### config.mk
export PLATFORM = sky130hd
export DESIGN_NAME = wsw_extract
export DESIGN_NICKNAME = d
export VERILOG_FILES = /design/src/sv/wsw_pkg.sv /design/src/sv/wsw_extract.sv
export SDC_FILE = /design/constraint.sdc
export NUM_CORES = 1
export LEC_CHECK = 0
export BUFFER_PORTS_ARGS = -buffer_cell sky130_fd_sc_hd__buf_2
export CORE_AREA = 2 2 174 176
export DETAILED_ROUTE_END_ITERATION = 12
export DIE_AREA = 0 0 176 178
export SLEW_MARGIN = 30
export SYNTH_ARGS = -nofsm -noshare
export SYNTH_HDL_FRONTEND = slang
export SYNTH_SLANG_ARGS = --single-unit
export TNS_END_PERCENT = 100
### constraint.sdc
create_clock -name i_clk -period 1.65 [get_ports i_clk]
set_input_delay 0.2475 -clock i_clk [delete_from_list [all_inputs] [get_ports i_clk]]
set_output_delay 0.2475 -clock i_clk [all_outputs]
set_load 0.01 [all_outputs]
### src/sv/wsw_pkg.sv
// Shared types, constants and check matrix for the WOM second-write encoder.
package wsw_pkg;

    localparam int CODE_BITS   = 22;
    localparam int FIXED_CELLS = 6;
    localparam int SYN_BITS    = CODE_BITS - FIXED_CELLS;
    localparam int ROW_W       = CODE_BITS + 1;
    localparam int TGT_BIT     = CODE_BITS;
    localparam int COL_W       = $clog2(SYN_BITS + 1);
    localparam int ROW_IDX_W   = $clog2(SYN_BITS);
    localparam int CNT_W       = $clog2(CODE_BITS + 1);

    localparam logic [SYN_BITS-1:0] CHECK_ROWS [CODE_BITS] = '{
        16'hC396, 16'h147A, 16'hD9F8, 16'h57C7, 16'hC7C8, 16'hDD89, 16'h2509, 16'hB19A,
        16'h7B1D, 16'hADF7, 16'h5008, 16'hAACB, 16'h68E4, 16'h9867, 16'hBA7C, 16'hBBCA,
        16'hF2F4, 16'hBB06, 16'hB6F5, 16'hFFE9, 16'h7578, 16'h7F8B
    };

    typedef enum logic [1:0] {
        ST_OK       = 2'd0,
        ST_BAD_MASK = 2'd1,
        ST_SINGULAR = 2'd2
    } t_status;

    typedef struct packed {
        logic                             valid;
        t_status                          status;
        logic [CODE_BITS-1:0]             first;
        logic [CODE_BITS-1:0]             mask;
        logic [COL_W-1:0]                 col;
        logic [SYN_BITS-1:0][ROW_W-1:0]   rows;
    } t_stage;

endpackage

### src/sv/wsw_extract.sv
// Output stage: reads the solution from the reduced rows and registers the result.
module wsw_extract (
    input  logic                          i_clk,
    input  logic                          i_rst_n,
    input  logic                          i_adv,
    input  wsw_pkg::t_stage               i_stage,
    output logic                          o_valid,
    output logic [wsw_pkg::CODE_BITS-1:0] o_pattern,
    output wsw_pkg::t_status              o_status
);

    logic                          r_valid;
    logic [wsw_pkg::CODE_BITS-1:0] r_pattern;
    wsw_pkg::t_status              r_status;
    logic [wsw_pkg::CODE_BITS-1:0] n_pattern;
    logic [wsw_pkg::CODE_BITS-1:0] w_sol;

    always_comb begin
        w_sol = '0;
        for (int r = 0; r < wsw_pkg::SYN_BITS; r++) begin
            w_sol = w_sol | (i_stage.rows[r][wsw_pkg::CODE_BITS-1:0]
                             & {wsw_pkg::CODE_BITS{i_stage.rows[r][wsw_pkg::TGT_BIT]}});
        end
        if (i_stage.status == wsw_pkg::ST_OK) begin
            n_pattern = i_stage.first | w_sol;
        end else begin
            n_pattern = i_stage.first;
        end
    end

    always_ff @(posedge i_clk) begin
        if (!i_rst_n) begin
            r_valid <= 1'b0;
        end else if (i_adv) begin
            r_valid   <= i_stage.valid;
            r_pattern <= n_pattern;
            r_status  <= i_stage.status;
        end
    end

    assign o_valid   = r_valid;
    assign o_pattern = r_pattern;
    assign o_status  = r_status;

endmodule

==> impl_metrics.py <==
metrics = {
    "global_routing": {
        "overflow": 0,
        "grt_pass1_vias": 4996,
        "grt_antenna_before_repair": 4,
        "grtUsageTotal": 0.152,
        "grt_pass1_wl_um": 34400,
        "grt_max_degree": 25,
    },
    "clock_tree": {
        "cts_root_buffer": "clkbuf_16",
        "cts_tree": "done",
        "htree_levels": 1,
        "cts_buffer_depth": 2,
        "path_clk_slew_ns": 0.07,
        "clock-sinks": 25,
        "clock_latency_ns": 0.26,
        "cts-buffers-inserted": 3,
        "post_cts_buffers": 0,
    },
    "place": {
        "dp_hpwl_um": 22700,
        "dp_cells": 1144,
        "place_congestion": 0.928,
        "port_buffers": 420,
    },
    "worst_setup_path": {
        "crit_fanout": 12,
        "worstPathRequired_ns": 1.67,
        "rr_startpoint": "o_valid$_SDFFE_PN0P_",
        "path_cells": "buf_2 -> buf_12 -> a22o_1 -> a221oi_1 -> nand4_1 -> a21o_1",
        "critPathLaunch": "i_stage[22]",
        "crit_arrival_ns": 1.65,
        "reg2regPathDepth": 2,
        "cp_slowest_cell": "a221oi_1",
        "worstSetupEndpointType": "register",
        "path_class": "in2reg",
        "cp_slowest_stage_delay_ns": 0.33,
        "cp-start-kind": "input pin",
    },
    "timing": {
        "setup_viol": 0,
        "rsz0062_at_grt": "false",
        "fmax_ghz": 0.613,
        "worst_pin_slew_ns": 0.503,
        "skew_ns": 0,
        "hold_viol": 0,
        "post-route-min-period_ns": 1.63,
        "whs_ns": 0.184,
        "finalCritPeriodShare": 0.989,
        "slew_headroom": 0.665,
        "maxSlewViolCount": 0,
    },
    "routing": {
        "vias": 5128,
        "drcViolationCount": 0,
        "drtAntennaViolNets": 0,
        "wire_per_inst_um": 22.5,
        "wirelength_um": 25900,
        "viasPerCell": 4.46,
        "drt-initial-drc-count": 397,
        "dr.pass1.iters": 5,
    },
    "min_path": {
        "worstHoldStart": "i_stage[417]",
        "holdPathStages": 1,
        "worstHoldPathType": "in2reg",
    },
    "power": {
        "p_leak_nw": 3.15,
        "finalPower_mw": 2.88,
        "cellPowerDensity_nw_per_um2": 456,
        "peakVddDrop_v": 0.000255,
    },
    "status": {
        "status": "finished, final reports clean",
    },
    "die": {
        "dieArea_um2": 31300,
        "coreArea_um2": 29400,
        "ioPinCount": 448,
        "initial_core_util": 0.103,
        "die_w_um": 176,
        "rows": 63,
        "fp.dieH_um": 178,
    },
    "flow_run": {
        "drv_cap": 0,
    },
    "layout": {
        "syn2layout_area_growth_pct": 110,
        "fin_util": 0.215,
        "nets": 1182,
        "multiInputGateArea_um2": 2050,
        "fin_cells": 1150,
        "drive_gt1_frac": 0.712,
        "regArea_um2": 741,
        "fillerInstances": 3269,
    },
    "synth": {
        "ys_ff_latch": 25,
        "synth_top_area_cell": "a22o_1",
        "ys_seq_area_frac": 0.245,
        "synth_area_um2": 3020,
        "synthCells": 283,
        "synth_nets": 706,
        "synth_cell_types": 18,
        "avgSynthCellArea_um2": 10.7,
        "synth_top_area_frac": 0.244,
        "synthTopCellsByArea": "a22o_1 (24%), edfxtp_1 (24%), a221oi_1 (23%), a21o_1 (5.5%), buf_6 (5.2%)",
        "ys_warn_count": 0,
    },
}
[layout make-up]
cell class / count / share of cell area
timing repair buffer: 505 / 0.468
multi-input combinational: 224 / 0.324
sequential: 25 / 0.117
tap: 390 / 0.0771
clock buffer: 3 / 0.0119
clock inverter: 1 / 0.000791
antenna: 2 / 0.000791
[final timing paths]
check                                              end  slack, ns
worst max-delay path            o_pattern[4]$_DFFE_PP_       0.02
worst min-delay path             o_status[0]$_DFFE_PP_       0.18
worst max register to register    o_valid$_SDFFE_PN0P_       1.04
worst min register to register    o_valid$_SDFFE_PN0P_       0.55
[layer usage]
| metal | share of wire | track usage |
|---|---|---|
| met1 | 0.46 | 0.227 |
| met2 | 0.46 | 0.239 |
| met3 | 0.065 | 0.0177 |
| met4 | 0.0097 | 0.0227 |
| met5 | 0.00093 | 0 |
[stage by stage]
stage / TNS [ns] / cell area, µm² / setup WS [ns]
floorplan: 0 / 3020 / 0.341
global placement: -5.78 / 6100 / -0.438
detailed placement: -5.70 / 6100 / -0.438
CTS: 0 / 6250 / 0.00624
global route: 0 / 6330 / 0.00431
finish: 0 / 6330 / 0.0176
[what timing repair did]
item / 4_1_cts / 5_1_grt
gates resized for setup: 14 / 12
hold buffers: 0 / 0
setup endpoints to repair: 8 / 12
cloned: 0 / 0
pin swaps: 3 / 4
endpoints found under the hold margin: 0 / 0
[state kept, by name, indices dropped and copies added (netlist names)]
| name | flops |
|---|---|
| o_status | 2 |
| o_pattern | 22 |
| o_valid | 1 |
[critical path, delay by kind of cell]
family / cells / cell delay, ns
and+or+nand+nor: 1 / 0.24
AOI/OAI and AO/OA: 3 / 0.77
buffers and inverters: 2 / 0.37
[report_power, final]
part | internal (mW) | total (mW) | switching, mW | leakage (nW)
sequential | 0.747 | 0.763 | 0.0157 | 0.242
clock | 0.328 | 0.564 | 0.236 | 0.0409
combinational | 0.848 | 1.56 | 0.709 | 2.87
total | 1.92 | 2.88 | 0.961 | 3.15
[cells in the mapped netlist]
library cell,count
nor2b_1,1
nor2_1,1
clkbuf_4,1
buf_2,4
edfxtp_1,24
a22o_1,84
clkbuf_1,2
a22o_2,4
and2_1,1
nand4_1,22
dfxtp_1,1
buf_6,14
a21o_1,22
a221oi_2,8
mux2i_1,1
clkbuf_8,11
buf_1,2
a221oi_1,80
[logic make-up (layout without fill, tap and decap cells)]
family,count (synthesis),in the layout,share of synthesized area
muxes,1,1,0.00332
other,0,2,0
and+or+nand+nor,25,25,0.0510
DFF,25,25,0.245
buffers and inverters,34,509,0.117
AOI/OAI and AO/OA,198,198,0.584
[cell usage in the layout (no fill, tap or decap), drive strengths merged]
master | Yosys | layout
clkinv | 0 | 1
clkbuf | 14 | 4
nor2 | 1 | 1
a21o | 22 | 22
a22o | 88 | 88
nand4 | 22 | 22
diode | 0 | 2
dfxtp | 1 | 1
edfxtp | 24 | 24
buf | 20 | 504
mux2i | 1 | 1
a221oi | 88 | 88
and2 | 1 | 1
nor2b | 1 | 1
No activity file was read; power rests on OpenSTA's default activity.
