[config.mk]
export PLATFORM = sky130hd
export DESIGN_NAME = wsw_elim_stage
export DESIGN_NICKNAME = d
export VERILOG_FILES = /design/src/sv/wsw_pkg.sv /design/src/sv/wsw_elim_stage.sv
export SDC_FILE = /design/constraint.sdc
export NUM_CORES = 2
export LEC_CHECK = 0
export BUFFER_PORTS_ARGS = -buffer_cell sky130_fd_sc_hd__buf_2
export CAP_MARGIN = 20
export CORE_AREA = 2 2 331 333
export DETAILED_ROUTE_END_ITERATION = 16
export DIE_AREA = 0 0 333 335
export GPL_ROUTABILITY_DRIVEN = 0
export PLACE_DENSITY_LB_ADDON = 0.1
export SLEW_MARGIN = 20
export SYNTH_ARGS = -nofsm -noshare
export SYNTH_HDL_FRONTEND = slang
export SYNTH_SLANG_ARGS = --single-unit
[constraint.sdc]
create_clock -name i_clk -period 12.8 [get_ports i_clk]
set_input_delay 1.28 -clock i_clk [delete_from_list [all_inputs] [get_ports i_clk]]
set_output_delay 1.28 -clock i_clk [all_outputs]
set_load 0.005 [all_outputs]
[src/sv/wsw_pkg.sv]
// Shared types, constants and check matrix for the WOM second-write encoder.
package wsw_pkg;

    localparam int CODE_BITS   = 22;
    localparam int FIXED_CELLS = 6;
    localparam int SYN_BITS    = CODE_BITS - FIXED_CELLS;
    localparam int ROW_W       = CODE_BITS + 1;
    localparam int TGT_BIT     = CODE_BITS;
    localparam int COL_W       = $clog2(SYN_BITS + 1);
    localparam int ROW_IDX_W   = $clog2(SYN_BITS);
    localparam int CNT_W       = $clog2(CODE_BITS + 1);

    localparam logic [SYN_BITS-1:0] CHECK_ROWS [CODE_BITS] = '{
        16'hC396, 16'h147A, 16'hD9F8, 16'h57C7, 16'hC7C8, 16'hDD89, 16'h2509, 16'hB19A,
        16'h7B1D, 16'hADF7, 16'h5008, 16'hAACB, 16'h68E4, 16'h9867, 16'hBA7C, 16'hBBCA,
        16'hF2F4, 16'hBB06, 16'hB6F5, 16'hFFE9, 16'h7578, 16'h7F8B
    };

    typedef enum logic [1:0] {
        ST_OK       = 2'd0,
        ST_BAD_MASK = 2'd1,
        ST_SINGULAR = 2'd2
    } t_status;

    typedef struct packed {
        logic                             valid;
        t_status                          status;
        logic [CODE_BITS-1:0]             first;
        logic [CODE_BITS-1:0]             mask;
        logic [COL_W-1:0]                 col;
        logic [SYN_BITS-1:0][ROW_W-1:0]   rows;
    } t_stage;

endpackage

[src/sv/wsw_elim_stage.sv]
// One Gauss-Jordan column step for one cell, skipped when the cell is fixed: pivot search, row swap, elimination.
module wsw_elim_stage #(
    parameter int CELL = 0
) (
    input  logic            i_clk,
    input  logic            i_rst_n,
    input  logic            i_adv,
    input  wsw_pkg::t_stage i_stage,
    output wsw_pkg::t_stage o_stage
);

    wsw_pkg::t_stage r_stage;
    wsw_pkg::t_stage n_stage;

    logic [wsw_pkg::SYN_BITS-1:0]              w_cand;
    logic [wsw_pkg::ROW_IDX_W-1:0]             w_pv;
    logic [wsw_pkg::ROW_IDX_W-1:0]             w_ci;
    logic [wsw_pkg::ROW_W-1:0]                 w_prow;
    logic [wsw_pkg::SYN_BITS-1:0][wsw_pkg::ROW_W-1:0] w_rows;

    always_comb begin
        w_ci = i_stage.col[wsw_pkg::ROW_IDX_W-1:0];
        w_pv = '0;
        for (int r = 0; r < wsw_pkg::SYN_BITS; r++) begin
            w_cand[r] = i_stage.rows[r][CELL] && (wsw_pkg::COL_W'(r) >= i_stage.col);
        end
        for (int r = wsw_pkg::SYN_BITS - 1; r >= 0; r--) begin
            if (w_cand[r]) begin
                w_pv = wsw_pkg::ROW_IDX_W'(r);
            end
        end
        w_prow = i_stage.rows[w_pv];
        w_rows = i_stage.rows;
        w_rows[w_pv] = i_stage.rows[w_ci];
        w_rows[w_ci] = w_prow;
        for (int r = 0; r < wsw_pkg::SYN_BITS; r++) begin
            if (wsw_pkg::ROW_IDX_W'(r) != w_ci && w_rows[r][CELL]) begin
                w_rows[r] = w_rows[r] ^ w_prow;
            end
        end

        n_stage = i_stage;
        if (i_stage.valid && i_stage.status == wsw_pkg::ST_OK && !i_stage.mask[CELL]) begin
            if (w_cand == '0) begin
                n_stage.status = wsw_pkg::ST_SINGULAR;
            end else begin
                n_stage.rows = w_rows;
                n_stage.col  = i_stage.col + wsw_pkg::COL_W'(1);
            end
        end
    end

    always_ff @(posedge i_clk) begin
        if (!i_rst_n) begin
            r_stage.valid <= 1'b0;
        end else if (i_adv) begin
            r_stage <= n_stage;
        end
    end

    assign o_stage = r_stage;

endmodule

==> results by group <==
Worst hold path
  – Min-delay worst type: flop to flop

Run status
  – Status: completed

Critical path
  – Nature of the critical path endpoint: flop
  – Critical Path AT: about 7.6 ns
  – Critical Path RT: about 13 ns
  – Worst setup SP type: primary input
  – Critical path class: primary input to flop
  – CP max FO: between 50 and 60

Logic synthesis
  – Avg Cell Area, Syn: ~8 um^2
  – Most common library cells after synthesis: nand2_1, a21oi_1, edfxtp_1
  – Yosys warns: 0
  – Top FF cell, synth: edfxtp_1
  – Syn Nets: between 4000 and 5000
  – Number of synthesized flops with an enable pin: 419
  – Most instantiated library cell after synthesis: nand2_1
  – Synth unique cells: 76
  – Synth async-reset ratio: 0
  – Synth area leaders: edfxtp_1, nand2_1, mux4_2
  – Post-synth top area cell: edfxtp_1
  – Post-synth top area share: 0.372
  – Seq/Total Area, Yosys: 0.373
  – Mapped Cells: 4124
  – Mapped cell area: around 34000 um^2
  – #FFs+latches synth: 420

Power
  – Cell Pwr Density: around 130 nW/um^2
  – IR drop worst, VDD: around 0.1 mV
  – Leak Pwr: between 15 and 20 nW
  – Total Power: about 5.3 mW

Timing
  – Setup TNS: 0 ns
  – Final Hold Viols: 0
  – Final count of pins violating max slew: 0
  – Rel. slew slack: 0.185
  – Maximum clock frequency: approximately 140 MHz
  – Min Clock Period, post-route: a little over 7 ns
  – Worst slew pin tran: ~1.2 ns
  – Clock Skews: 0 ns
  – Final worst slack: around 5.6 ns
  – RSZ-0062 raised after global routing: no
  – Min Hold Slack: between 0.5 and 0.6 ns
  – Endpoints failing setup: 0
  – Fin crit share: 0.566

CTS
  – Hold-fix buffers, CTS: 0
  – Max clock buf depth: 3
  – Sink Count: 420
  – CTS tree: yes
  – Clock Latency Late Sink: around 0.66 ns
  – Clk slew on worst S/H paths: ~0.06 ns
  – Post-CTS Setup Bufs: 0
  – Num CTS Buffers: 55
  – Root buffer cell: clkbuf_16
  – H-tree lvl count: 2
  – CTS resizes: 0

Route
  – DR pass1 iterations: 9
  – Vias: ~37000
  – Drt drc: 0
  – WL per Instance: about 31 um
  – Drt total wl: approximately 190000 um
  – Vias/cell: 5.86
  – Initial DRC count: 4682
  – Post-DRT Antenna Nets: 0

Placed design
  – Setup WS pre-CTS: around 4.9 ns
  – Post-DP Area: 39200 um^2
  – Port Buffer Count: around 840
  – Hpwl dp: 148000 um
  – Placed cells: about 6100

Global routing
  – Total GRT Usage: 0.333
  – First-pass GRT wire length: around 260000 um
  – Largest net degree at the start of global routing: between 200 and 250
  – Vias in the first global route: 33200
  – Total grt overflow: 0
  – Initial antenna violation count: 62

Die
  – Total Die Area: roughly 110000 um^2
  – CORE AREA: around 110000 um^2
  – Die Wd: between 300 and 400 um
  – Die height: 335 um
  – Starting Density: 0.313
  – Num ports: around 840
  – Num rows: around 120

Flow run
  – Max_cap viols: 0

Layout
  – Share of cells above drive strength 1: 0.255
  – Final Net Count: slightly above 5000
  – Cell Count, Final, Fillers Out: between 6000 and 7000
  – Max FFs per register: 420
  – Final core utilization: 0.381
  – Final instance area: between 40000 and 50000 um^2
  – Syn-to-layout area delta: 21.9%
## final cells by class
class	instances	area [um^2]
Antenna cell	44	110
Clock buffer	62	1420
Clock inverter	38	437
Fill cell	11300	66900
Inverter	33	124
Multi-Input combinational cell	3286	19700
Sequential cell	420	12600
Tap cell	1414	1770
Timing Repair Buffer	942	5030
## report_power, final
part	internal (mW)	switching [mW]
sequential	1.64	0.0537
clock	0.977	0.689
combinational	0.629	1.31
total	3.24	2.05
## path summary, 6_finish.rpt
kind,start,end,slack [ns],depth (start not counted)
max,i_stage[368],o_stage[82],5.55,15
min,o_stage[419],o_stage[419],0.53,2
max reg2reg,o_stage[419],o_stage[419],12.21,2
min reg2reg,o_stage[419],o_stage[419],0.53,2
## cells by family after synthesis
kind of cell / synth area share
AND/OR/NAND/NOR: 0.168
AO/OA/AOI/OAI: 0.218
flip-flops: 0.373
buffers and inverters: 0.0520
XOR/XNOR: 0.0920
multiplexers: 0.0953
adder cells (fa/ha/maj): 0.00148
## routing by layer
metal / GRT usage / vias up / wire, um
li1: - / 15900 / -
met5: 0 / - / 114
met4: 0.171 / 18 / 10200
met3: 0.0828 / 411 / 20600
met2: 0.463 / 2427 / 80000
met1: 0.472 / 17800 / 83300
## worst max-delay path, stage by stage
cell      delay [ns]
buf_2           0.21
inv_2           0.72
ha_1            0.48
o21ba_2         0.25
a211oi_1        0.40
o21a_1          0.28
o221a_4         0.52
o21a_4          0.68
buf_4           0.67
a21oi_1         0.16
a221oi_1        0.41
a311o_1         1.00
o21ai_0         0.25
xor2_1          0.17
o21ai_0         0.08
## cells in the final DEF (no fill, tap or decap), types with 8 or more instances in the layout
| cell | netlist | routed |
|---|---|---|
| xnor2_1 | 115 | 115 |
| nand3_1 | 54 | 54 |
| and3_1 | 21 | 18 |
| mux2i_1 | 45 | 45 |
| and4_1 | 9 | 9 |
| bufinv_16 | 0 | 9 |
| mux4_2 | 113 | 113 |
| or3_1 | 22 | 21 |
| buf_2 | 58 | 840 |
| o32ai_1 | 14 | 14 |
| o21ai_0 | 364 | 364 |
| o211ai_1 | 21 | 21 |
| edfxtp_1 | 419 | 419 |
| clkbuf_16 | 0 | 56 |
| buf_4 | 19 | 96 |
| clkinv_2 | 0 | 14 |
| a32oi_1 | 15 | 12 |
| o22ai_1 | 15 | 13 |
| diode_2 | 0 | 44 |
| nor3_1 | 25 | 10 |
| a21oi_1 | 488 | 488 |
| inv_1 | 32 | 32 |
| o21ai_1 | 311 | 309 |
| a22oi_1 | 12 | 12 |
| a31oi_1 | 26 | 26 |
| nor2_2 | 0 | 8 |
| and2_1 | 19 | 18 |
| nor2_1 | 34 | 24 |
| nor3_2 | 2 | 16 |
| a211oi_1 | 18 | 18 |
| xor2_1 | 240 | 240 |
| clkinv_1 | 0 | 8 |
| nand2_1 | 1173 | 1173 |
| mux2_2 | 14 | 14 |
No activity file was read; power rests on OpenSTA's default activity.
