<file path="src/sv/wsw_pkg.sv">
// Shared types, constants and check matrix for the WOM second-write encoder.
package wsw_pkg;

    localparam int CODE_BITS   = 22;
    localparam int FIXED_CELLS = 6;
    localparam int SYN_BITS    = CODE_BITS - FIXED_CELLS;
    localparam int ROW_W       = CODE_BITS + 1;
    localparam int TGT_BIT     = CODE_BITS;
    localparam int COL_W       = $clog2(SYN_BITS + 1);
    localparam int ROW_IDX_W   = $clog2(SYN_BITS);
    localparam int CNT_W       = $clog2(CODE_BITS + 1);

    localparam logic [SYN_BITS-1:0] CHECK_ROWS [CODE_BITS] = '{
        16'hC396, 16'h147A, 16'hD9F8, 16'h57C7, 16'hC7C8, 16'hDD89, 16'h2509, 16'hB19A,
        16'h7B1D, 16'hADF7, 16'h5008, 16'hAACB, 16'h68E4, 16'h9867, 16'hBA7C, 16'hBBCA,
        16'hF2F4, 16'hBB06, 16'hB6F5, 16'hFFE9, 16'h7578, 16'h7F8B
    };

    typedef enum logic [1:0] {
        ST_OK       = 2'd0,
        ST_BAD_MASK = 2'd1,
        ST_SINGULAR = 2'd2
    } t_status;

    typedef struct packed {
        logic                             valid;
        t_status                          status;
        logic [CODE_BITS-1:0]             first;
        logic [CODE_BITS-1:0]             mask;
        logic [COL_W-1:0]                 col;
        logic [SYN_BITS-1:0][ROW_W-1:0]   rows;
    } t_stage;

endpackage

</file>
<file path="src/sv/wsw_setup.sv">
// Front stage: mask check, syndrome, target and augmented matrix build.
module wsw_setup (
    input  logic                          i_clk,
    input  logic                          i_rst_n,
    input  logic                          i_adv,
    input  logic                          i_valid,
    input  logic [wsw_pkg::SYN_BITS-1:0]  i_value,
    input  logic [wsw_pkg::CODE_BITS-1:0] i_first,
    input  logic [wsw_pkg::CODE_BITS-1:0] i_mask,
    output wsw_pkg::t_stage               o_stage
);

    wsw_pkg::t_stage r_stage;
    wsw_pkg::t_stage n_stage;

    logic [wsw_pkg::CNT_W-1:0]    w_ones;
    logic [wsw_pkg::SYN_BITS-1:0] w_syn;
    logic [wsw_pkg::SYN_BITS-1:0] w_target;

    always_comb begin
        w_ones = '0;
        w_syn  = '0;
        for (int b = 0; b < wsw_pkg::CODE_BITS; b++) begin
            w_ones = w_ones + wsw_pkg::CNT_W'(i_mask[b]);
            if (i_first[b]) begin
                w_syn = w_syn ^ wsw_pkg::CHECK_ROWS[b];
            end
        end
        w_target = i_value ^ w_syn;

        n_stage       = '0;
        n_stage.valid = i_valid;
        n_stage.first = i_first;
        n_stage.mask  = i_mask;
        n_stage.col   = '0;
        if (w_ones != wsw_pkg::CNT_W'(wsw_pkg::FIXED_CELLS) || (i_first & ~i_mask) != '0) begin
            n_stage.status = wsw_pkg::ST_BAD_MASK;
        end else begin
            n_stage.status = wsw_pkg::ST_OK;
        end
        for (int r = 0; r < wsw_pkg::SYN_BITS; r++) begin
            for (int b = 0; b < wsw_pkg::CODE_BITS; b++) begin
                n_stage.rows[r][b] = wsw_pkg::CHECK_ROWS[b][r] & ~i_mask[b];
            end
            n_stage.rows[r][wsw_pkg::TGT_BIT] = w_target[r];
        end
    end

    always_ff @(posedge i_clk) begin
        if (!i_rst_n) begin
            r_stage.valid <= 1'b0;
        end else if (i_adv) begin
            r_stage <= n_stage;
        end
    end

    assign o_stage = r_stage;

endmodule

</file>
<file path="config.mk">
export PLATFORM = sky130hd
export DESIGN_NAME = wsw_setup
export DESIGN_NICKNAME = d
export VERILOG_FILES = /design/src/sv/wsw_pkg.sv /design/src/sv/wsw_setup.sv
export SDC_FILE = /design/constraint.sdc
export NUM_CORES = 1
export LEC_CHECK = 0
export BUFFER_PORTS_ARGS = -buffer_cell sky130_fd_sc_hd__buf_2
export CORE_AREA = 5 5 185 187
export CTS_CLUSTER_SIZE = 40
export DETAILED_ROUTE_END_ITERATION = 8
export DIE_AREA = 0 0 190 192
export GPL_ROUTABILITY_DRIVEN = 0
export HOLD_SLACK_MARGIN = 0.12
export PLACE_DENSITY = 0.45
export REMOVE_ABC_BUFFERS = 1
export SKIP_CTS_REPAIR_TIMING = 1
export SYNTH_ARGS = -nofsm -noshare
export SYNTH_HDL_FRONTEND = slang
export SYNTH_SLANG_ARGS = --single-unit
export TNS_END_PERCENT = 10
</file>
<file path="constraint.sdc">
create_clock -name i_clk -period 7.83 [get_ports i_clk]
set_clock_uncertainty 0.05 [all_clocks]
set_input_delay 0.3915 -clock i_clk [delete_from_list [all_inputs] [get_ports i_clk]]
set_output_delay 0.3915 -clock i_clk [all_outputs]
set_load 0.1 [all_outputs]
</file>
==> flow_summary.json, run 1 <==
{
  "grt_pass1_wl_mm": 25.9,
  "max_slew_margin_pct": 50.7,
  "fmax_mhz": 213,
  "track_usage_pct": 10.0,
  "cts_sinks": 84,
  "powerDensity_nw_per_um2": 355,
  "worstHoldPathType": "in2reg",
  "initial_core_util_pct": 21.1,
  "synth_top_family_by_area": "buffers and inverters",
  "yosysSeqAreaShare_pct": 36.8,
  "hold_viol": 0,
  "reg2reg_slack_ns": 7.19,
  "ant_nets": 0,
  "fin_util_pct": 22.6,
  "max-clock-path-buffers": 2,
  "portBuffers": 321,
  "post_synth.cell_area_avg_um2": 11.0,
  "largest_reg_flops": 84,
  "synthAdderAreaFrac_pct": 5.69,
  "synth_simple_gate_area_share_pct": 1.16,
  "numCtsBuffers": 9,
  "p_total_w": 0.00259,
  "clk_pin_slew_ns": 0.07,
  "boundaryPins": 484,
  "rows": 66,
  "tightest_slew_ns": 0.735,
  "drt-initial-drc-count": 132,
  "synth_area_um2": 6820,
  "nets": 856,
  "final_common_cell": "buf_2",
  "worstRegToRegCells": 2,
  "crit_path_end_kind": "register",
  "dp_hpwl_mm": 16.4,
  "synth_compound_area_share_pct": 1.52,
  "ys_types": 34,
  "hold_slack_ns": 0.168,
  "drive_gt1_share_pct": 44.1,
  "cp.arrival_ns": 4.74,
  "crit_path_start_kind": "primary input",
  "mostFrequentLayoutCells": "321 x buf_2, 162 x conb_1, 83 x edfxtp_1, 80 x xnor2_1, 40 x inv_1",
  "synth_cells": 622,
  "area_growth_pct": 7.10,
  "status": "completed",
  "synth.area.mux_share_pct": 0.147,
  "antenna_cells": 0,
  "ir_drop_v": 0.000240,
  "die_width_um": 190,
  "path_class": "in2reg",
  "cp.required_ns": 7.88,
  "drt-total-wl_mm": 19.7,
  "synth_seq_cells": 84,
  "cap_violations": 0,
  "finalSetupViolCount": 0,
  "synth-warning-count": 0,
  "root_buffer": "clkbuf_16",
  "fillerInstances": 3538,
  "reg2reg_from": "o_stage[419]",
  "wl_per_cell_um": 16.2,
  "die_y_um": 192,
  "hold_path_end": "o_stage[387]",
  "synth_xor_area_share_pct": 14.7,
  "coreArea_um2": 32300,
  "vias": 3827,
  "final_max_slew_viol_count": 0,
  "cts-htree-levels": 3,
  "first_pass_iters": 4,
  "grt_overflow": 0,
  "layout_min_cycle_time_ns": 4.69,
  "path_max_fanout": 3,
  "die_area_um2": 36500,
  "post-route-period-util_pct": 59.9,
  "drc_errors": 0,
  "r2r-end": "o_stage[419]",
  "rsz0062_at_grt": "no",
  "clock_latency_ns": 0.36,
  "antenna_found_initial": 2,
  "avgViaCountPerCell": 3.14,
  "min_path_cells": 1,
  "p_leak_nw": 3.50,
  "cts_tree": "done",
  "grt_max_degree": 55,
  "hp-start": "i_mask[14]",
  "grt_pass1_vias": 3665
}
## Yosys cell counts
cell | count | area share, %
a22oi_1 | 4 | 0.44
conb_1 | 1 | 0.055
a21oi_1 | 1 | 0.073
xnor3_2 | 1 | 0.35
and4_1 | 1 | 0.13
ha_1 | 7 | 1.3
clkbuf_2 | 1 | 0.073
nand2b_1 | 2 | 0.18
a22o_1 | 3 | 0.39
nand2_1 | 1 | 0.055
xnor2_1 | 80 | 10
o2111ai_1 | 1 | 0.13
xor2_2 | 1 | 0.24
edfxtp_1 | 83 | 37
and2_1 | 1 | 0.092
dfxtp_1 | 1 | 0.29
inv_1 | 40 | 2.2
o21ai_0 | 1 | 0.073
xnor3_1 | 4 | 1.3
a2111o_1 | 1 | 0.17
nand4_1 | 1 | 0.092
xor3_1 | 2 | 0.70
nor2b_1 | 4 | 0.37
fa_1 | 15 | 4.4
a211oi_1 | 1 | 0.11
clkbuf_1 | 5 | 0.28
mux2i_1 | 1 | 0.15
xor2_1 | 14 | 1.8
nor4_1 | 2 | 0.18
a22o_2 | 1 | 0.15
buf_4 | 336 | 37
buf_6 | 1 | 0.17
nor2_1 | 1 | 0.055
buf_2 | 3 | 0.22
## worst max-delay path by stage
| stage | start | end | slack (ns) |
|---|---|---|---|
| global placement | i_mask[5] | o_stage[417] | 2.89 |
| finish | i_mask[5] | o_stage[417] | 3.14 |
| global route | i_mask[5] | o_stage[417] | 2.76 |
| detailed placement | i_mask[5] | o_stage[417] | 2.67 |
| floorplan | o_stage[226] | o_stage[134] | -0.78 |
| CTS | i_mask[5] | o_stage[417] | 3.07 |
## per-stage QoR
stage / setup WS [ns] / area [um2] / TNS (ns) / cells
2_1_floorplan: -0.782 / 4850 / -12.28 / 437
3_3_place_gp: 2.89 / 7020 / 0 / 1201
3_5_place_dp: 2.67 / 7020 / 0 / 1201
4_1_cts: 3.07 / 7300 / 0 / 1217
5_1_grt: 2.76 / 7300 / 0 / 1217
6_report: 3.14 / 7300 / 0 / 1217
## where the power goes
part	switching [W]	leakage, nW	internal, W
clock network	0.000205	0.134	0.000220
registers	0.0000235	0.789	0.000559
logic	0.00133	2.58	0.000251
total	0.00156	3.50	0.00103
## final cells by class
| class | count | area (um2) | share of cell area [%] |
|---|---|---|---|
| flip-flops and latches | 84 | 2510 | 34.4 |
| repair buffers | 322 | 1610 | 22.1 |
| multi-input cells | 313 | 2190 | 30.0 |
| clock buffers | 9 | 225 | 3.08 |
| well taps | 442 | 553 | 7.57 |
| clock inverters | 7 | 57.6 | 0.788 |
| inverters | 40 | 150 | 2.06 |
## per-layer routing
layer | global-route usage (%) | wire length, um
met1 | 12.8 | 8170
met2 | 16.7 | 9630
met5 | 0 | 34
met3 | 2.27 | 1550
met4 | 3.37 | 286
## critical path, stage by stage
cell       delay, ns
buf_2           0.09
inv_1           0.08
fa_1            0.61
inv_1           0.08
fa_1            0.46
fa_1            0.49
fa_1            0.51
inv_1           0.05
fa_1            0.48
inv_1           0.04
ha_1            0.18
inv_1           0.07
fa_1            0.41
nor4_1          0.30
o2111ai_1       0.17
nor4_1          0.23
nand4_1         0.12
## cell families (layout without fill, tap and decap cells)
logic type	Yosys count	in the layout
compound gates	13	13
xor+xnor	102	102
fa+ha+maj	22	22
buf+inv	386	378
flops	84	84
mux	1	1
other cells	1	162
simple gates	13	13
(Power assumes the default switching activity.)
==> run 2, diff against run 1 <==
--- a/config.mk
+++ b/config.mk
@@ -6,13 +6,13 @@
 export NUM_CORES = 1
 export LEC_CHECK = 0
 export BUFFER_PORTS_ARGS = -buffer_cell sky130_fd_sc_hd__buf_2
-export CORE_AREA = 5 5 185 187
+export CORE_AREA = 5 5 187 189
 export CTS_CLUSTER_SIZE = 40
 export DETAILED_ROUTE_END_ITERATION = 8
-export DIE_AREA = 0 0 190 192
+export DIE_AREA = 0 0 192 194
 export GPL_ROUTABILITY_DRIVEN = 0
 export HOLD_SLACK_MARGIN = 0.12
-export PLACE_DENSITY = 0.45
+export PLACE_DENSITY = 0.46
 export REMOVE_ABC_BUFFERS = 1
 export SKIP_CTS_REPAIR_TIMING = 1
 export SYNTH_ARGS = -nofsm -noshare
==> constraint.sdc (replaced) <==
create_clock -name i_clk -period 4.3 [get_ports i_clk]
set_clock_uncertainty 0.05 [all_clocks]
set_input_delay 0.215 -clock i_clk [delete_from_list [all_inputs] [get_ports i_clk]]
set_output_delay 0.215 -clock i_clk [all_outputs]
set_load 0.1 [all_outputs]
==> run 2 against run 1 <==
  * The flow now finishes with violations (negative setup slack)
  * Hold slack lost 0.045 ns
  * Power increased by 88%
  * Clock power up 100%
  * Non-clock buffer count increased by 28
  * Sequential power increased by 82%
  * Die area increased by 2.1%
  * Global-route usage is 0.067 points higher
  * Setup slack worse by 3.3 ns
  * Cell count up 2.8%
  * Clock-buffer cell count did not move
==> flow_summary.json, run 2 (synthesized netlist as in run 1, its figures left out) <==
{
  "clock_latency_ns": 0.36,
  "crit_start": "i_mask[0]",
  "cts_tree": "done",
  "crit_path_start_kind": "primary input",
  "post-route-period-util_pct": 105,
  "portBuffers": 321,
  "fin_ws_ns": -0.196,
  "drt-total-wl_mm": 20.3,
  "fin_util_pct": 23.1,
  "max_slew_margin_pct": 40.5,
  "reg2reg_from": "o_stage[419]",
  "die_area_um2": 37200,
  "die_width_um": 192,
  "ir_drop_v": 0.000381,
  "grt_pass1_vias": 3836,
  "tightest_slew_ns": 0.892,
  "path_max_fanout": 2,
  "dp_hpwl_mm": 16.5,
  "fin_setup_tns_ns": -0.196,
  "cap_violations": 0,
  "mostFrequentLayoutCells": "319 x buf_2, 162 x conb_1, 83 x edfxtp_1, 80 x xnor2_1, 35 x inv_1",
  "max-clock-path-buffers": 2,
  "rows": 67,
  "drc_errors": 0,
  "path_class": "in2reg",
  "path_common_cell": "fa_1",
  "grt_overflow": 0,
  "ant_nets": 0,
  "crit_chain": "buf_2 > fa_1 > fa_1 > fa_1 > fa_1 > inv_1 > fa_1 > inv_1 > ha_2 > inv_2 > fa_1 > nor4_2 > o2111ai_2 > nor4_2 > nand4_1",
  "largest_reg_flops": 84,
  "antenna_found_initial": 2,
  "fillerInstances": 3601,
  "drive_gt1_share_pct": 45.1,
  "worstHoldPathType": "in2reg",
  "clk_pin_slew_ns": 0.08,
  "vias": 3969,
  "nets": 884,
  "root_buffer": "clkbuf_16",
  "cts_sinks": 84,
  "die_y_um": 194,
  "avgViaCountPerCell": 3.17,
  "drt-initial-drc-count": 104,
  "grt_max_degree": 62,
  "status": "complete, but fails checks",
  "cp.required_ns": 4.34,
  "initial_core_util_pct": 20.6,
  "max_stage_delay_ns": 0.65,
  "final_max_slew_viol_count": 0,
  "cts-htree-levels": 3,
  "cp.arrival_ns": 4.54,
  "crit_slowest_cell": "fa_1",
  "first_pass_iters": 4,
  "track_usage_pct": 10.1,
  "area_growth_pct": 12.0,
  "rsz0062_at_grt": "yes",
  "crit_path_end_kind": "register",
  "violations": "negative setup slack",
  "pre_cts_ws_ns": -0.673,
  "finalSetupViolCount": 1,
  "grt_pass1_wl_mm": 26.6,
  "fmax_mhz": 222,
  "wl_per_cell_um": 16.2,
  "powerDensity_nw_per_um2": 636,
  "p_leak_nw": 3.65,
  "hp-start": "i_value[15]",
  "final_common_cell": "buf_2",
  "numCtsBuffers": 9,
  "layout_min_cycle_time_ns": 4.50,
  "boundaryPins": 484,
  "hold_viol": 0,
  "antenna_cells": 0,
  "coreArea_um2": 33100
}
[run 2: changes by cell type in the layout (fill, tap and decap cells not counted), sizes merged]
cell | previous run | this run
dlygate4sd3 | 0 | 18
buf | 322 | 332
clkinvlp | 2 | 0
bufinv | 0 | 1
inv | 43 | 44
[run 2: metrics by stage]
step	cells	hold WS [ns]	area, um2	power [W]
after CTS	1233	-0.0287	7420	0.00487
after floorplan	437	0.264	4850	0.00358
after detailed placement	1217	0.359	7100	0.00399
final	1251	0.123	7640	0.00486
after global placement	1217	0.359	7100	0.00397
after global routing	1251	0.122	7640	0.00507
[run 2: worst paths after layout]
check                               endpoint  slack, ns  cells after the start
worst max-delay path            o_stage[417]      -0.20                     15
worst min-delay path            o_stage[367]       0.12                      2
worst max register to register  o_stage[419]       3.09                      3
worst min register to register  o_stage[419]       1.05                      3
[run 2: routing by layer]
layer | up-vias | GRT usage [%] | wire (um)
li1 | 1817 | - | -
met1 | 1867 | 11.7 | 8020
met2 | 268 | 18.5 | 10500
met3 | 13 | 2.20 | 1540
met4 | 4 | 2.69 | 229
met5 | - | 0 | 29
[run 2: power breakdown]
part	internal, W	total (W)	leakage, nW	switching, W
combinational	0.000495	0.00295	2.70	0.00246
clock	0.000467	0.000847	0.156	0.000380
sequential	0.00102	0.00106	0.789	0.0000449
[run 2: layout make-up]
type	count	area [um2]	area share, %
inverters	40	150	1.97
clock inverters	7	92.6	1.21
well taps	448	561	7.34
clock buffers	9	225	2.95
repair buffers	350	1880	24.6
multi-input cells	313	2220	29.0
flip-flops and latches	84	2510	32.9
[run 2: critical path: cells and delay by family]
| kind | cells | cell delay [ns] |
|---|---|---|
| adder cells (fa/ha/maj) | 7 | 3.20 |
| AO/OA/AOI/OAI | 1 | 0.18 |
| buffers and inverters | 4 | 0.28 |
| AND/OR/NAND/NOR | 3 | 0.64 |
==> run 3, diff against run 2 <==
--- a/config.mk
+++ b/config.mk
@@ -5,15 +5,17 @@
 export SDC_FILE = /design/constraint.sdc
 export NUM_CORES = 1
 export LEC_CHECK = 0
+export ABC_AREA = 1
 export BUFFER_PORTS_ARGS = -buffer_cell sky130_fd_sc_hd__buf_2
-export CORE_AREA = 5 5 187 189
+export CORE_AREA = 5 5 185 187
 export CTS_CLUSTER_SIZE = 40
 export DETAILED_ROUTE_END_ITERATION = 8
-export DIE_AREA = 0 0 192 194
+export DIE_AREA = 0 0 190 192
 export GPL_ROUTABILITY_DRIVEN = 0
 export HOLD_SLACK_MARGIN = 0.12
-export PLACE_DENSITY = 0.46
+export PLACE_DENSITY = 0.5
 export REMOVE_ABC_BUFFERS = 1
+export SETUP_SLACK_MARGIN = 0.5
 export SKIP_CTS_REPAIR_TIMING = 1
 export SYNTH_ARGS = -nofsm -noshare
 export SYNTH_HDL_FRONTEND = slang
==> run 3 against run 2 <==
  * The flow now finishes without violations
  * Sequential share of layout area is 3.9 points lower
  * Via count is 44% higher
  * Core utilization is 3.7 points higher
  * Setup slack better by 0.38 ns
  * Register-to-register slack worse by 0.03 ns
  * Routed wire length is 26% higher
  * Non-clock buffer count is 2 higher
  * Power is 2.6% lower
  * Largest power group unchanged
  * Highest routed layer unchanged
==> flow_summary.json, run 3 <==
{
  "status": "completed",
  "async_flop_share_pct": 0,
  "rows": 66,
  "hp-start": "i_value[1]",
  "tightest_slew_ns": 0.848,
  "final_max_slew_viol_count": 0,
  "mostFrequentLayoutCells": "319 x buf_2, 229 x nand2_1, 162 x conb_1, 97 x inv_1, 83 x edfxtp_1",
  "cts_sinks": 84,
  "synth_area_um2": 7900,
  "finalSetupViolCount": 0,
  "clock_latency_ns": 0.36,
  "final_common_cell": "buf_2",
  "crit_path_start_kind": "primary input",
  "layout_min_cycle_time_ns": 4.11,
  "synthFlopType": "edfxtp_1",
  "die_width_um": 190,
  "area_growth_pct": 9.55,
  "p_total_w": 0.00474,
  "yosysMostFrequentCell": "buf_4",
  "fin_util_pct": 26.8,
  "yosysSeqAreaShare_pct": 31.8,
  "boundaryPins": 484,
  "clk_pin_slew_ns": 0.07,
  "r2r-end": "o_stage[419]",
  "ys_types": 30,
  "grt_pass1_vias": 5322,
  "cp.required_ns": 4.37,
  "cts-htree-levels": 3,
  "powerDensity_nw_per_um2": 547,
  "reg2reg_from": "o_stage[419]",
  "synth_edf_count": 83,
  "drc_errors": 0,
  "avgViaCountPerCell": 3.64,
  "path_max_fanout": 2,
  "max-clock-path-buffers": 2,
  "grt_overflow": 0,
  "largest_reg_flops": 84,
  "reg2reg_slack_ns": 3.06,
  "rsz0062_at_grt": "yes",
  "path_class": "in2reg",
  "synth_cells": 947,
  "p_leak_nw": 4.68,
  "initial_core_util_pct": 24.5,
  "stdcell_area_um2": 8660,
  "coreArea_um2": 32300,
  "placed_area_um2": 8110,
  "root_buffer": "clkbuf_16",
  "hold_path_end": "o_stage[45]",
  "synth-warning-count": 0,
  "synth_commonest_cells": "343 x buf_4, 229 x nand2_1, 103 x inv_1, 83 x edfxtp_1, 44 x nand3_1",
  "cp.arrival_ns": 4.18,
  "vias": 5711,
  "worstHoldPathType": "in2reg",
  "cts_tree": "done",
  "dp_hpwl_mm": 21.3,
  "die_area_um2": 36500,
  "portBuffers": 321,
  "wl_per_cell_um": 16.2,
  "post-route-period-util_pct": 95.6,
  "drt-total-wl_mm": 25.5,
  "grt_pass1_wl_mm": 34.8,
  "nets": 1207,
  "cap_violations": 0,
  "hold_viol": 0,
  "grt_max_degree": 65,
  "drive_gt1_share_pct": 32.9,
  "worstRegToRegCells": 3,
  "synth_seq_cells": 84,
  "ant_nets": 0,
  "max_slew_margin_pct": 43.5,
  "ys_top_cells_by_area": "buf_4 33%, edfxtp_1 32%, nand2_1 11%",
  "min_path_cells": 3,
  "first_pass_iters": 5,
  "fin_setup_tns_ns": 0,
  "ir_drop_v": 0.000395,
  "die_y_um": 192,
  "fmax_mhz": 243,
  "synth_top_cell_area_share_pct": 32.6,
  "yosysTopAreaCell": "buf_4",
  "crit_path_end_kind": "register",
  "track_usage_pct": 13.1,
  "post_synth.cell_area_avg_um2": 8.34,
  "antenna_found_initial": 5,
  "numCtsBuffers": 9,
  "drt-initial-drc-count": 332
}
[run 3: cell count changes after synthesis, moves of 8 or more]
cell     before  now
inv_1        40  103
nand3_1       0   44
nand2_1       1  229
xor2_1       14   37
o22ai_1       0    8
xnor2_1      80   29
[run 3: worst max-delay path by stage]
| stage | slack, ns | endpoint | from | cells after the start |
|---|---|---|---|---|
| final | 0.19 | o_stage[417] | i_mask[9] | 17 |
| after global routing | -0.04 | o_stage[417] | i_mask[9] | 17 |
| after CTS | 0.01 | o_stage[417] | i_mask[5] | 17 |
| after detailed placement | -0.38 | o_stage[417] | i_mask[5] | 17 |
| after global placement | -0.32 | o_stage[417] | i_mask[5] | 17 |
| after floorplan | -4.14 | o_stage[134] | o_stage[226] | 0 |
[run 3: report_power, final]
| group | internal, W | switching, W |
|---|---|---|
| logic | 0.000442 | 0.00244 |
| registers | 0.000987 | 0.0000441 |
| clock network | 0.000458 | 0.000367 |
[run 3: worst max-delay path, cell delays in order]
cell and delay (ns):
buf_8 0.08, inv_4 0.03, fa_1 0.57, inv_2 0.05
fa_1 0.53, fa_1 0.51, fa_1 0.50, inv_1 0.05
fa_1 0.44, inv_1 0.07, ha_2 0.18, inv_2 0.04
fa_1 0.49, nor4_2 0.15, nand4_1 0.12, nor2_1 0.11
nand2_1 0.05
[run 3: layout make-up]
type | count | area [um2]
inverters | 107 | 407
multi-input cells | 567 | 2970
diodes | 2 | 5.00
well taps | 442 | 553
flip-flops and latches | 84 | 2510
clock inverters | 6 | 72.6
clock buffers | 10 | 229
repair buffers | 352 | 1910
fillers | 3512 | 23600
[run 3: metrics by stage]
| stage | setup WS, ns | std cells | hold WS [ns] |
|---|---|---|---|
| after floorplan | -4.14 | 758 | 0.258 |
| after global placement | -0.316 | 1531 | 0.373 |
| after detailed placement | -0.378 | 1531 | 0.377 |
| after CTS | 0.0126 | 1547 | -0.0125 |
| after global routing | -0.0399 | 1570 | 0.121 |
| final | 0.188 | 1570 | 0.0930 |
[run 3: kinds of logic (layout without fill, tap and decap cells)]
family | after synthesis | count (layout) | share of synthesized area (%)
buffers and inverters | 457 | 475 | 38.4
other | 1 | 164 | 0.0475
adders and majority gates | 22 | 22 | 4.91
AOI/OAI and AO/OA | 16 | 16 | 1.24
DFF | 84 | 84 | 31.8
and+or+nand+nor | 296 | 296 | 15.3
xor gates and xnor gates | 71 | 71 | 8.35
[run 3: per-layer routing]
layer	GRT usage (%)	wire length (um)
met4	3.84	381
met2	21.8	12200
met1	17.1	10800
met5	0	27
met3	3.14	2030
